[src/rtl/sitl_pkg.sv]
// shared types and constants for the segment interval tile lookup
package sitl_pkg;

  localparam int PIECES = 1024;
  localparam int AW = $clog2(PIECES);
  localparam int CW = AW + 1;

  localparam int SEG_W = 16;
  localparam int POS_W = 32;
  localparam int TILE_W = 16;

  typedef enum logic [1:0] {
    KIND_CLEAR  = 2'd0,
    KIND_LOAD   = 2'd1,
    KIND_QUERY  = 2'd2,
    KIND_REWIND = 2'd3
  } kind_t;

  typedef enum logic [2:0] {
    S_IDLE,
    S_ADV_RD,
    S_ADV_CHK,
    S_LAST_RD,
    S_LAST_CHK,
    S_POST,
    S_SCAN_RD,
    S_SCAN_CHK
  } state_t;

  typedef struct packed {
    logic [SEG_W-1:0]  seg;
    logic [POS_W-1:0]  start_pos;
    logic [POS_W-1:0]  end_pos;
    logic [TILE_W-1:0] tile;
  } entry_t;

  localparam int EW = $bits(entry_t);

  typedef struct packed {
    logic          we;
    logic [AW-1:0] waddr;
    entry_t        wdata;
    logic [AW-1:0] raddr;
  } ram_req_t;

  typedef struct packed {
    logic finish;
    logic hit;
    logic set_exh;
    logic adv_inc;
    logic set_seg;
    logic set_last;
    logic j_first;
    logic j_inc;
  } ctl_t;

endpackage

[src/rtl/sitl_ctrl.sv]
// sequencer, bookmark state and compare logic of the tile lookup
module sitl_ctrl (
  input  logic                          clk,
  input  logic                          rst,
  input  logic                          start,
  output logic                          busy,
  input  logic [1:0]                    kind,
  input  logic [sitl_pkg::SEG_W-1:0]    segment,
  input  logic [sitl_pkg::POS_W-1:0]    position,
  input  logic [sitl_pkg::POS_W-1:0]    end_position,
  input  logic [sitl_pkg::TILE_W-1:0]   tile,
  output logic                          done,
  output logic [sitl_pkg::TILE_W-1:0]   tile_index,
  output logic                          found,
  output sitl_pkg::ram_req_t            ram_req,
  input  sitl_pkg::entry_t              ram_rdata
);
  import sitl_pkg::*;

  state_t state, state_next;
  ctl_t ctl;

  logic [CW-1:0]     count;
  logic [CW-1:0]     first;
  logic [CW-1:0]     last;
  logic [CW-1:0]     j;
  logic [SEG_W-1:0]  cur_seg;
  logic              seg_valid;
  logic              exhausted;
  logic [SEG_W-1:0]  q_seg;
  logic [POS_W-1:0]  q_pos;

  logic          accept;
  kind_t         kind_in;
  logic [CW-1:0] j_inc;
  logic          contains;

  assign busy     = (state != S_IDLE);
  assign accept   = start && !busy;
  assign kind_in  = kind_t'(kind);
  assign j_inc    = j + CW'(1);
  assign contains = (ram_rdata.start_pos <= q_pos) && (q_pos <= ram_rdata.end_pos);

  // next state
  always_comb begin
    state_next = state;
    case (state)
      S_IDLE: begin
        if (accept && kind_in == KIND_QUERY && !exhausted) begin
          if (!seg_valid || segment > cur_seg) begin
            state_next = S_ADV_RD;
          end else if (segment == cur_seg) begin
            state_next = S_SCAN_RD;
          end
        end
      end
      S_ADV_RD: begin
        state_next = (first >= count) ? S_IDLE : S_ADV_CHK;
      end
      S_ADV_CHK: begin
        state_next = (ram_rdata.seg < q_seg) ? S_ADV_RD : S_LAST_RD;
      end
      S_LAST_RD: begin
        state_next = (j_inc < count) ? S_LAST_CHK : S_POST;
      end
      S_LAST_CHK: begin
        state_next = (ram_rdata.seg == cur_seg) ? S_LAST_RD : S_POST;
      end
      S_POST: begin
        state_next = (cur_seg == q_seg) ? S_SCAN_RD : S_IDLE;
      end
      S_SCAN_RD: begin
        state_next = (j <= last) ? S_SCAN_CHK : S_IDLE;
      end
      S_SCAN_CHK: begin
        state_next = contains ? S_IDLE : S_SCAN_RD;
      end
      default: state_next = S_IDLE;
    endcase
  end

  // sequencer outputs
  always_comb begin
    ctl = '0;
    ram_req.we    = 1'b0;
    ram_req.waddr = count[AW-1:0];
    ram_req.wdata = '{seg: segment, start_pos: position, end_pos: end_position, tile: tile};
    ram_req.raddr = first[AW-1:0];
    case (state)
      S_IDLE: begin
        if (accept && kind_in == KIND_LOAD && count < CW'(PIECES)) begin
          ram_req.we = 1'b1;
        end
        if (accept && kind_in == KIND_QUERY) begin
          if (exhausted) begin
            ctl.finish = 1'b1;
          end else if (seg_valid && segment <= cur_seg) begin
            if (segment == cur_seg) begin
              ctl.j_first = 1'b1;
            end else begin
              ctl.finish = 1'b1;
            end
          end
        end
      end
      S_ADV_RD: begin
        if (first >= count) begin
          ctl.set_exh = 1'b1;
          ctl.finish  = 1'b1;
        end
      end
      S_ADV_CHK: begin
        if (ram_rdata.seg < q_seg) begin
          ctl.adv_inc = 1'b1;
        end else begin
          ctl.set_seg = 1'b1;
          ctl.j_first = 1'b1;
        end
      end
      S_LAST_RD: begin
        ram_req.raddr = j_inc[AW-1:0];
        if (!(j_inc < count)) begin
          ctl.set_last = 1'b1;
        end
      end
      S_LAST_CHK: begin
        if (ram_rdata.seg == cur_seg) begin
          ctl.j_inc = 1'b1;
        end else begin
          ctl.set_last = 1'b1;
        end
      end
      S_POST: begin
        if (cur_seg == q_seg) begin
          ctl.j_first = 1'b1;
        end else begin
          ctl.finish = 1'b1;
        end
      end
      S_SCAN_RD: begin
        ram_req.raddr = j[AW-1:0];
        if (!(j <= last)) begin
          ctl.finish = 1'b1;
        end
      end
      S_SCAN_CHK: begin
        if (contains) begin
          ctl.finish = 1'b1;
          ctl.hit    = 1'b1;
        end else begin
          ctl.j_inc = 1'b1;
        end
      end
      default: ;
    endcase
  end

  always_ff @(posedge clk) begin
    if (rst) begin
      state     <= S_IDLE;
      count     <= '0;
      first     <= '0;
      last      <= '0;
      cur_seg   <= '0;
      seg_valid <= 1'b0;
      exhausted <= 1'b0;
      done      <= 1'b0;
      found     <= 1'b0;
    end else begin
      state <= state_next;
      done  <= ctl.finish;
      found <= ctl.hit;
      if (accept && (kind_in == KIND_CLEAR || kind_in == KIND_REWIND)) begin
        first     <= '0;
        last      <= '0;
        cur_seg   <= '0;
        seg_valid <= 1'b0;
        exhausted <= 1'b0;
      end
      if (accept && kind_in == KIND_CLEAR) begin
        count <= '0;
      end
      if (ram_req.we) begin
        count <= count + CW'(1);
      end
      if (ctl.set_exh) begin
        exhausted <= 1'b1;
      end
      if (ctl.adv_inc) begin
        first <= first + CW'(1);
      end
      if (ctl.set_seg) begin
        cur_seg   <= ram_rdata.seg;
        seg_valid <= 1'b1;
      end
      if (ctl.set_last) begin
        last <= j;
      end
    end
  end

  // item latch, scan index and result data
  always_ff @(posedge clk) begin
    if (accept) begin
      q_seg <= segment;
      q_pos <= position;
    end
    if (ctl.j_first) begin
      j <= first;
    end else if (ctl.j_inc) begin
      j <= j_inc;
    end
    tile_index <= ctl.hit ? ram_rdata.tile : '0;
  end

`ifndef SYNTHESIS
  a_count_bound: assert property (@(posedge clk) disable iff (rst)
    count <= CW'(PIECES))
    else $error("piece count above capacity");

  a_first_bound: assert property (@(posedge clk) disable iff (rst)
    first <= count)
    else $error("bookmark past piece count");

  a_busy_not_exh: assert property (@(posedge clk) disable iff (rst)
    busy |-> !exhausted)
    else $error("lookup running while exhausted");

  a_scan_in_run: assert property (@(posedge clk) disable iff (rst)
    (state == S_SCAN_CHK) |-> (j <= last && j >= first))
    else $error("scan index outside run");

  a_done_cause: assert property (@(posedge clk) disable iff (rst)
    $rose(done) |-> ($past(busy) || $past(accept && kind_in == KIND_QUERY)))
    else $error("result without a query");

  a_found_done: assert property (@(posedge clk) disable iff (rst)
    found |-> done)
    else $error("found without result strobe");
`endif

endmodule

[config.mk]
export PLATFORM = sky130hd
export DESIGN_NAME = sitl_ctrl
export DESIGN_NICKNAME = d
export VERILOG_FILES = /design/src/rtl/sitl_pkg.sv /design/src/rtl/sitl_ctrl.sv
export SDC_FILE = /design/constraint.sdc
export NUM_CORES = 1
export LEC_CHECK = 0
export ABC_AREA = 1
export BUFFER_PORTS_ARGS = -buffer_cell sky130_fd_sc_hd__buf_2
export CAP_MARGIN = 10
export CORE_AREA = 2 2 146 148
export DETAILED_ROUTE_END_ITERATION = 8
export DIE_AREA = 0 0 148 150
export GPL_ROUTABILITY_DRIVEN = 0
export PLACE_DENSITY = 0.81
export SLEW_MARGIN = 20
export SYNTH_ARGS = -nofsm -noshare
export SYNTH_HDL_FRONTEND = slang
export SYNTH_SLANG_ARGS = --single-unit
[constraint.sdc]
create_clock -name clk -period 3.6 [get_ports clk]
set_input_delay 0.36 -clock clk [delete_from_list [all_inputs] [get_ports clk]]
set_output_delay 0.36 -clock clk [all_outputs]
set_load 0.01 [all_outputs]
# Word level (Yosys, flattened, before mapping)
# Cells that the tools add are included.
# word_totals
elab_cells,116
in_bits,197
reg_bits,131
out_inout_bits,136
# classes
addsub,3
reduce_logical,24
mux,52
n_lt_le_gt_ge,9
eq_ne,15
# op_table
operator,count
two-way mux 11 bit,7
less-or-equal comparator 32 bit,2
== test 16 bit,3
"adder 11 x 1 -> 11 bit, second input constant",3
two-way mux 16 bit,2
two-way mux 1 bit,26
case mux 3 bit (8 select lines),1
two-way mux 3 bit,7
case mux 10 bit (2 select lines),1
greater-than comparator 16 bit,1
less-or-equal comparator 16 bit,1
less-than comparator 16 bit,1
"== test 3 bit, second input constant",4
nonzero test 2 bit,6
>= comparator 11 bit,1
less-or-equal comparator 11 bit,1
less-than comparator 11 bit,1
"less-than comparator 11 bit, second input constant",1
logical AND 1 bit,9
two-way mux 2 bit,4
"== test 3 x 2 -> 1 bit, second input constant",2
case mux 1 bit (5 select lines),1
"== test 2 bit, second input constant",2
case mux 1 bit (2 select lines),2
other kinds (11),14

# Longest topological paths before layout
# depth
depth_word,8
depth_mapped,19
depth_no_buf,19

# Worst setup path after synthesis
# No wires, ideal clock.
# synth_path
path_type,reg-to-reg
startpoint,reg state[0]
endpoint,reg j[0] (enable)
path_slack_ns,1.090
setup_time_ns,0.355
required_ns,3.245
path_stages_with_launch,13
arrival_ns,2.155
n_path_buf,1
synth_period_minus_slack_ns,2.510
path_cell_list,dfxtp_1 nor2_2 nand2_2 inv_2 nand2_2 inv_2 nand2_1 inv_1 nand4_1 nand2_1 nor2_4 buf_6 nand3_1
# synth_between
elab_chain_cells,7
word_cells_on_any_way,13
classes_between,4 x eq/ne; 3 x mux; 6 x reduce/logical
# synth_rtl
element,line_no,text
from (decl),sitl_ctrl.sv:20,"state_t state, state_next;"
from (signal assigned),sitl_ctrl.sv:170,state <= state_next;
nonzero test 3 bit,sitl_ctrl.sv:38,assign busy = (state != S_IDLE);
net busy,sitl_ctrl.sv:6,"output logic busy,"
zero test 1 bit,sitl_ctrl.sv:39,assign accept = start && !busy;
logical AND 1 bit,sitl_ctrl.sv:39,
net accept,sitl_ctrl.sv:33,logic accept;
logical AND 1 bit,sitl_ctrl.sv:94,if (accept && kind_in == KIND_QUERY) begin
two-way mux 1 bit,sitl_ctrl.sv:94,
case mux 1 bit (3 select lines),sitl_ctrl.sv:89,case (state)
nonzero test 2 bit (no source line),--,
to (signal assigned),sitl_ctrl.sv:209,j <= first;
to (signal assigned),sitl_ctrl.sv:211,j <= j_inc;
to (decl),sitl_ctrl.sv:26,logic [CW-1:0] j;
# The timed path passes the listed nets, and every way through them passes these cells.
# A chain may end at the register's enable or synchronous reset.

# Worst setup path after layout
# layout_path
startpoint,reg j[0]
endpoint,reg last[4]
# layout_between
elab_chain_cells,5
word_cells_on_any_way,6
classes_between,1 x add/sub; 1 x order compare; 3 x mux; 1 x reduce/logical
# layout_rtl
element,line_no,text
adder 11 x 1 -> 11 bit *,sitl_ctrl.sv:41,assign j_inc = j + CW'(1);
less-than comparator 11 bit *,sitl_ctrl.sv:122,if (!(j_inc < count)) begin
two-way mux 1 bit *,sitl_ctrl.sv:122,
case mux 1 bit (2 select lines) *,sitl_ctrl.sv:89,
two-way mux 11 bit / nonzero test 2 bit (equally long branches),--,
to (signal assigned),sitl_ctrl.sv:197,last <= j;
to (decl),sitl_ctrl.sv:25,logic [CW-1:0] last;
# Every way passes the cells marked *; elsewhere a longest branch is shown, timed or not.

==> run summary <==
The run finished with clean final reports. The later pin in the worst-skew pair is clocked with a latency of 0.42 ns. For this run, the top clock speed supported by timing is 333 MHz. Shortest period the worst path allows: 3.00 ns.

Initial antenna violation count: 1. The overall power of the completed layout is 3900 uW. The capturing point of the worst reg2reg path is last[4]. The ratio of final minimum period to clock period came out at 83.4%. Summed over all failing endpoints, the final setup total negative slack is 0 ns. The run gives 53.1% as the utilization after layout. For the H-tree level count, the log shows 4. After synthesis, the largest family of logic cells by area is simple AND/OR/NAND/NOR gates.

In this run the critical register-to-register path is launched from j[0]. The worst hold path belongs to the class in -> reg. Buffers added to address setup during post-CTS repair amount to 0.

The clock passes through at most 2 buffers. The tools report the sequential-to-total area share from yosys stat as 33.0%. The compound-gate portion of the synthesized area works out to 10.2%. In this run the register-to-register setup slack is 0.60 ns. Across every metal layer, demand over resource in global routing totals 22.8%.

Area of the core: 0.0207 mm2. Row generation in the floorplan step produced 53 rows. After global routing the overflow that remains totals 0. The count of cells along the worst hold path is 1.

Setup repair after global routing left no endpoint under its margin. After the last flow step, the layout net total stands at 1705. Counting the buffers created by CTS gives 17. In this run, distinct cell masters in the synthesized netlist total 47. By area the synthesized netlist is led by sky130_fd_sc_hd__edfxtp_1 18%, sky130_fd_sc_hd__ha_1 17%, sky130_fd_sc_hd__dfxtp_1 15%. The clock drives 131 sinks. The number of top-level pins is 333, and the setup clock skew after layout is 0.00911 ns.

The total number of vias is 8405, and the synthesis-stage register bit count is 131. In the synthesized netlist, mux cells make up 0% of the area. In this run, the number of DRC markers left after iteration 0 of detailed routing was 385. Data on the critical path arrives at its endpoint at 3.35 ns.

The first-pass iteration count of the detailed router came out at 5. The run gives 40000 um as the global-route wire length before repair. Summed over all instances, the cell type with the most area after synthesis is sky130_fd_sc_hd__edfxtp_1.

The number of enable flip-flop cells after synthesis is 59, and the number of hold-slack violations in the final timing report is 0. In this run the cell area measured after placement is 0.0104 mm2. The proportion of register bits with asynchronous set or reset after synthesis works out to 0%. 0 antenna diodes ended up in the layout.

The run gives 8222 as the via count of the first global-routing pass. The tools report the total wire length as 25600 um. The share of the synthesized area in the top cell type is 18.2%, and the antenna violation net count after detailed routing is 0.

The headroom to the max-slew limit was 53.4%; the detailed placement HPWL was 20600 um. The critical setup path kind was reg -> reg. The run gives 0.0110 mm2 as the post-route cell area.

The cell sitting at the root of the clock tree is a sky130_fd_sc_hd__clkbuf_16. The end point of the most critical hold path was q_pos[8]. The floorplan step set the die height to 150 um. The maximum net fanout on the critical path came out at 12.

In this run, post-CTS hold repair placed 0 buffers. In this run the most critical hold path is launched from position[8]. Across the run, the number of max-cap violations was 0. For this configuration, the core starts out at a cell density of 47.1%.

The count of warnings emitted by yosys was 0; the maximum ir drop on the vdd rail was 358 uV. The tools report the critical path launch point type as a flop. Cells with a size suffix above 1 make up 21.8% of the layout. The power per unit of standard cell area works out to 355 mW/mm2.

The area growth from synthesis to layout is 12.8%. Measured in cells, the most critical reg-to-reg path has a length of 16. After clock tree synthesis, the clock-pin slew on the worst setup and hold paths is 0.06 ns. The number of design rule violations left after detail routing came out at 0. TritonCTS built the clock tree. The average via count per standard cell was 5.05; the number of max-slew violations in the final report was 0.

The die is 148 um wide. The number of setup violations in the final report was 0; the post-synthesis cell count was 1238. The required time of the critical path was 3.95 ns; the slew at the pin with the worst max-slew slack was 0.698 ns. The most used flip-flop cell after synthesis was sky130_fd_sc_hd__dfxtp_1.

The tools report the kind of end point of the critical path as a flop. Entering global routing, the biggest net connects 50 pins. The overall die area was 0.0222 mm2. Port buffering added 236 buffers. The share of synthesized cell area in full adder, half adder and majority cells works out to 17.1%. The number of gates resized after CTS was 0.

For this design the static power due to leakage is 0.00543 uW. After detailed routing, the average wire length per cell comes to 15.4 um. Of the total synthesized cell area, the portion taken by AND, OR, NAND and NOR gates is 19.5%. The synthesized netlist occupies a cell area of 0.00975 mm2.

The post-synthesis average cell area is 7.88 um2, and the post-synthesis net count is 1568. After Yosys synthesis, XOR and XNOR cells account for 3.41% of the synthesized area.
==> power breakdown <==
group	internal [uW]	switching (uW)
clock	1070	680
combinational	215	305
sequential	1600	26.0
==> area by class of cell <==
class,count,area [um2]
Multi-Input combinational cell,786,4890
Inverter,199,749
Clock inverter,8,71.3
Sequential cell,131,3210
Timing Repair Buffer,240,1210
Fill cell,1926,9700
Tap cell,275,344
Clock buffer,24,518
==> metal layers <==
| layer | part of all wire, % | up-vias | GRT usage, % |
|---|---|---|---|
| met4 | 3.0 | 2 | 7.95 |
| li1 | - | 4218 | - |
| met1 | 41 | 3851 | 26.2 |
| met3 | 6.6 | 51 | 5.46 |
| met2 | 50 | 283 | 41.3 |
| met5 | 0.047 | - | 0 |
==> layout by cell type (no fill, tap or decap), drive strengths merged, types with 2 or more instances in the layout <==
cell type	synthesis	final
o221ai	5	5
nor4	4	4
clkbuf	6	24
inv	198	200
a21o	3	3
buf	116	240
nand3	49	49
a21oi	105	105
or2	2	2
dfxtp	72	72
xnor2	13	13
o21a	7	7
nand4	19	19
edfxtp	59	59
a221oi	2	2
o2111ai	2	2
o21ai	39	39
nor2	89	89
a211oi	2	2
nand3b	3	3
nand2	259	259
clkinv	1	6
ha	133	133
o211ai	4	4
xor2	25	25
nor3	14	14
==> kinds of logic (layout without fill, tap and decap cells) <==
logic type | count (synthesis) | in the layout
and+or+nand+nor | 443 | 443
buffers and inverters | 321 | 471
AOI/OAI and AO/OA | 172 | 172
adders and majority gates | 133 | 133
DFF | 131 | 131
xor gates and xnor gates | 38 | 38
==> metrics by stage <==
stage | cells | setup slack, ns | hold WS, ns
2_1_floorplan | 1238 | 1.09 | 0.439
3_3_place_gp | 1631 | 0.768 | 0.453
3_5_place_dp | 1631 | 0.610 | 0.458
4_1_cts | 1663 | 0.590 | 0.106
5_1_grt | 1663 | 0.238 | 0.106
6_report | 1663 | 0.598 | 0.122
==> worst max-delay path, cell delays in order (launching register included) <==
cell and delay, ns:
sky130_fd_sc_hd__edfxtp_1 0.43, sky130_fd_sc_hd__ha_1 0.21, sky130_fd_sc_hd__nand3_1 0.13, sky130_fd_sc_hd__nor2_1 0.20, sky130_fd_sc_hd__nand3_1 0.15, sky130_fd_sc_hd__nor3_1 0.20
sky130_fd_sc_hd__xor2_1 0.23, sky130_fd_sc_hd__ha_1 0.28, sky130_fd_sc_hd__nand2_1 0.09, sky130_fd_sc_hd__nor2_1 0.06, sky130_fd_sc_hd__nand3_1 0.07, sky130_fd_sc_hd__o2111ai_1 0.10
sky130_fd_sc_hd__nand2_1 0.13, sky130_fd_sc_hd__o21ai_4 0.14, sky130_fd_sc_hd__nor2_4 0.26, sky130_fd_sc_hd__nand2_1 0.11, sky130_fd_sc_hd__a21oi_2 0.12
==> flip-flops by register name, summed over array words and instances, names as in the netlist <==
register    count
state           3
q_pos          32
found           1
seg_valid       1
done            1
count          11
last           11
first          11
q_seg          16
j              11
tile_index     16
exhausted       1
cur_seg        16
==> worst max path at each step <==
stage              from      end  slack (ns)  depth (start not counted)
6_report           j[0]  last[4]        0.60                         16
5_1_grt            j[0]  last[3]        0.24                         16
3_3_place_gp       j[1]  last[1]        0.77                         16
4_1_cts            j[0]  last[4]        0.59                         16
3_5_place_dp       j[0]  last[4]        0.61                         16
2_1_floorplan  state[0]     j[0]        1.09                         12
==> Yosys cell counts (19+ instances only) <==
library cell               number
sky130_fd_sc_hd__ha_1         133
sky130_fd_sc_hd__nand2_1      256
sky130_fd_sc_hd__nand4_1       19
sky130_fd_sc_hd__buf_4        106
sky130_fd_sc_hd__edfxtp_1      59
sky130_fd_sc_hd__dfxtp_1       72
sky130_fd_sc_hd__xor2_1        25
sky130_fd_sc_hd__inv_1        192
sky130_fd_sc_hd__o21ai_0       27
sky130_fd_sc_hd__nand3_1       47
sky130_fd_sc_hd__a21oi_1       95
sky130_fd_sc_hd__nor2_1        84
Note: power is estimated with default switching activity, not from simulation.
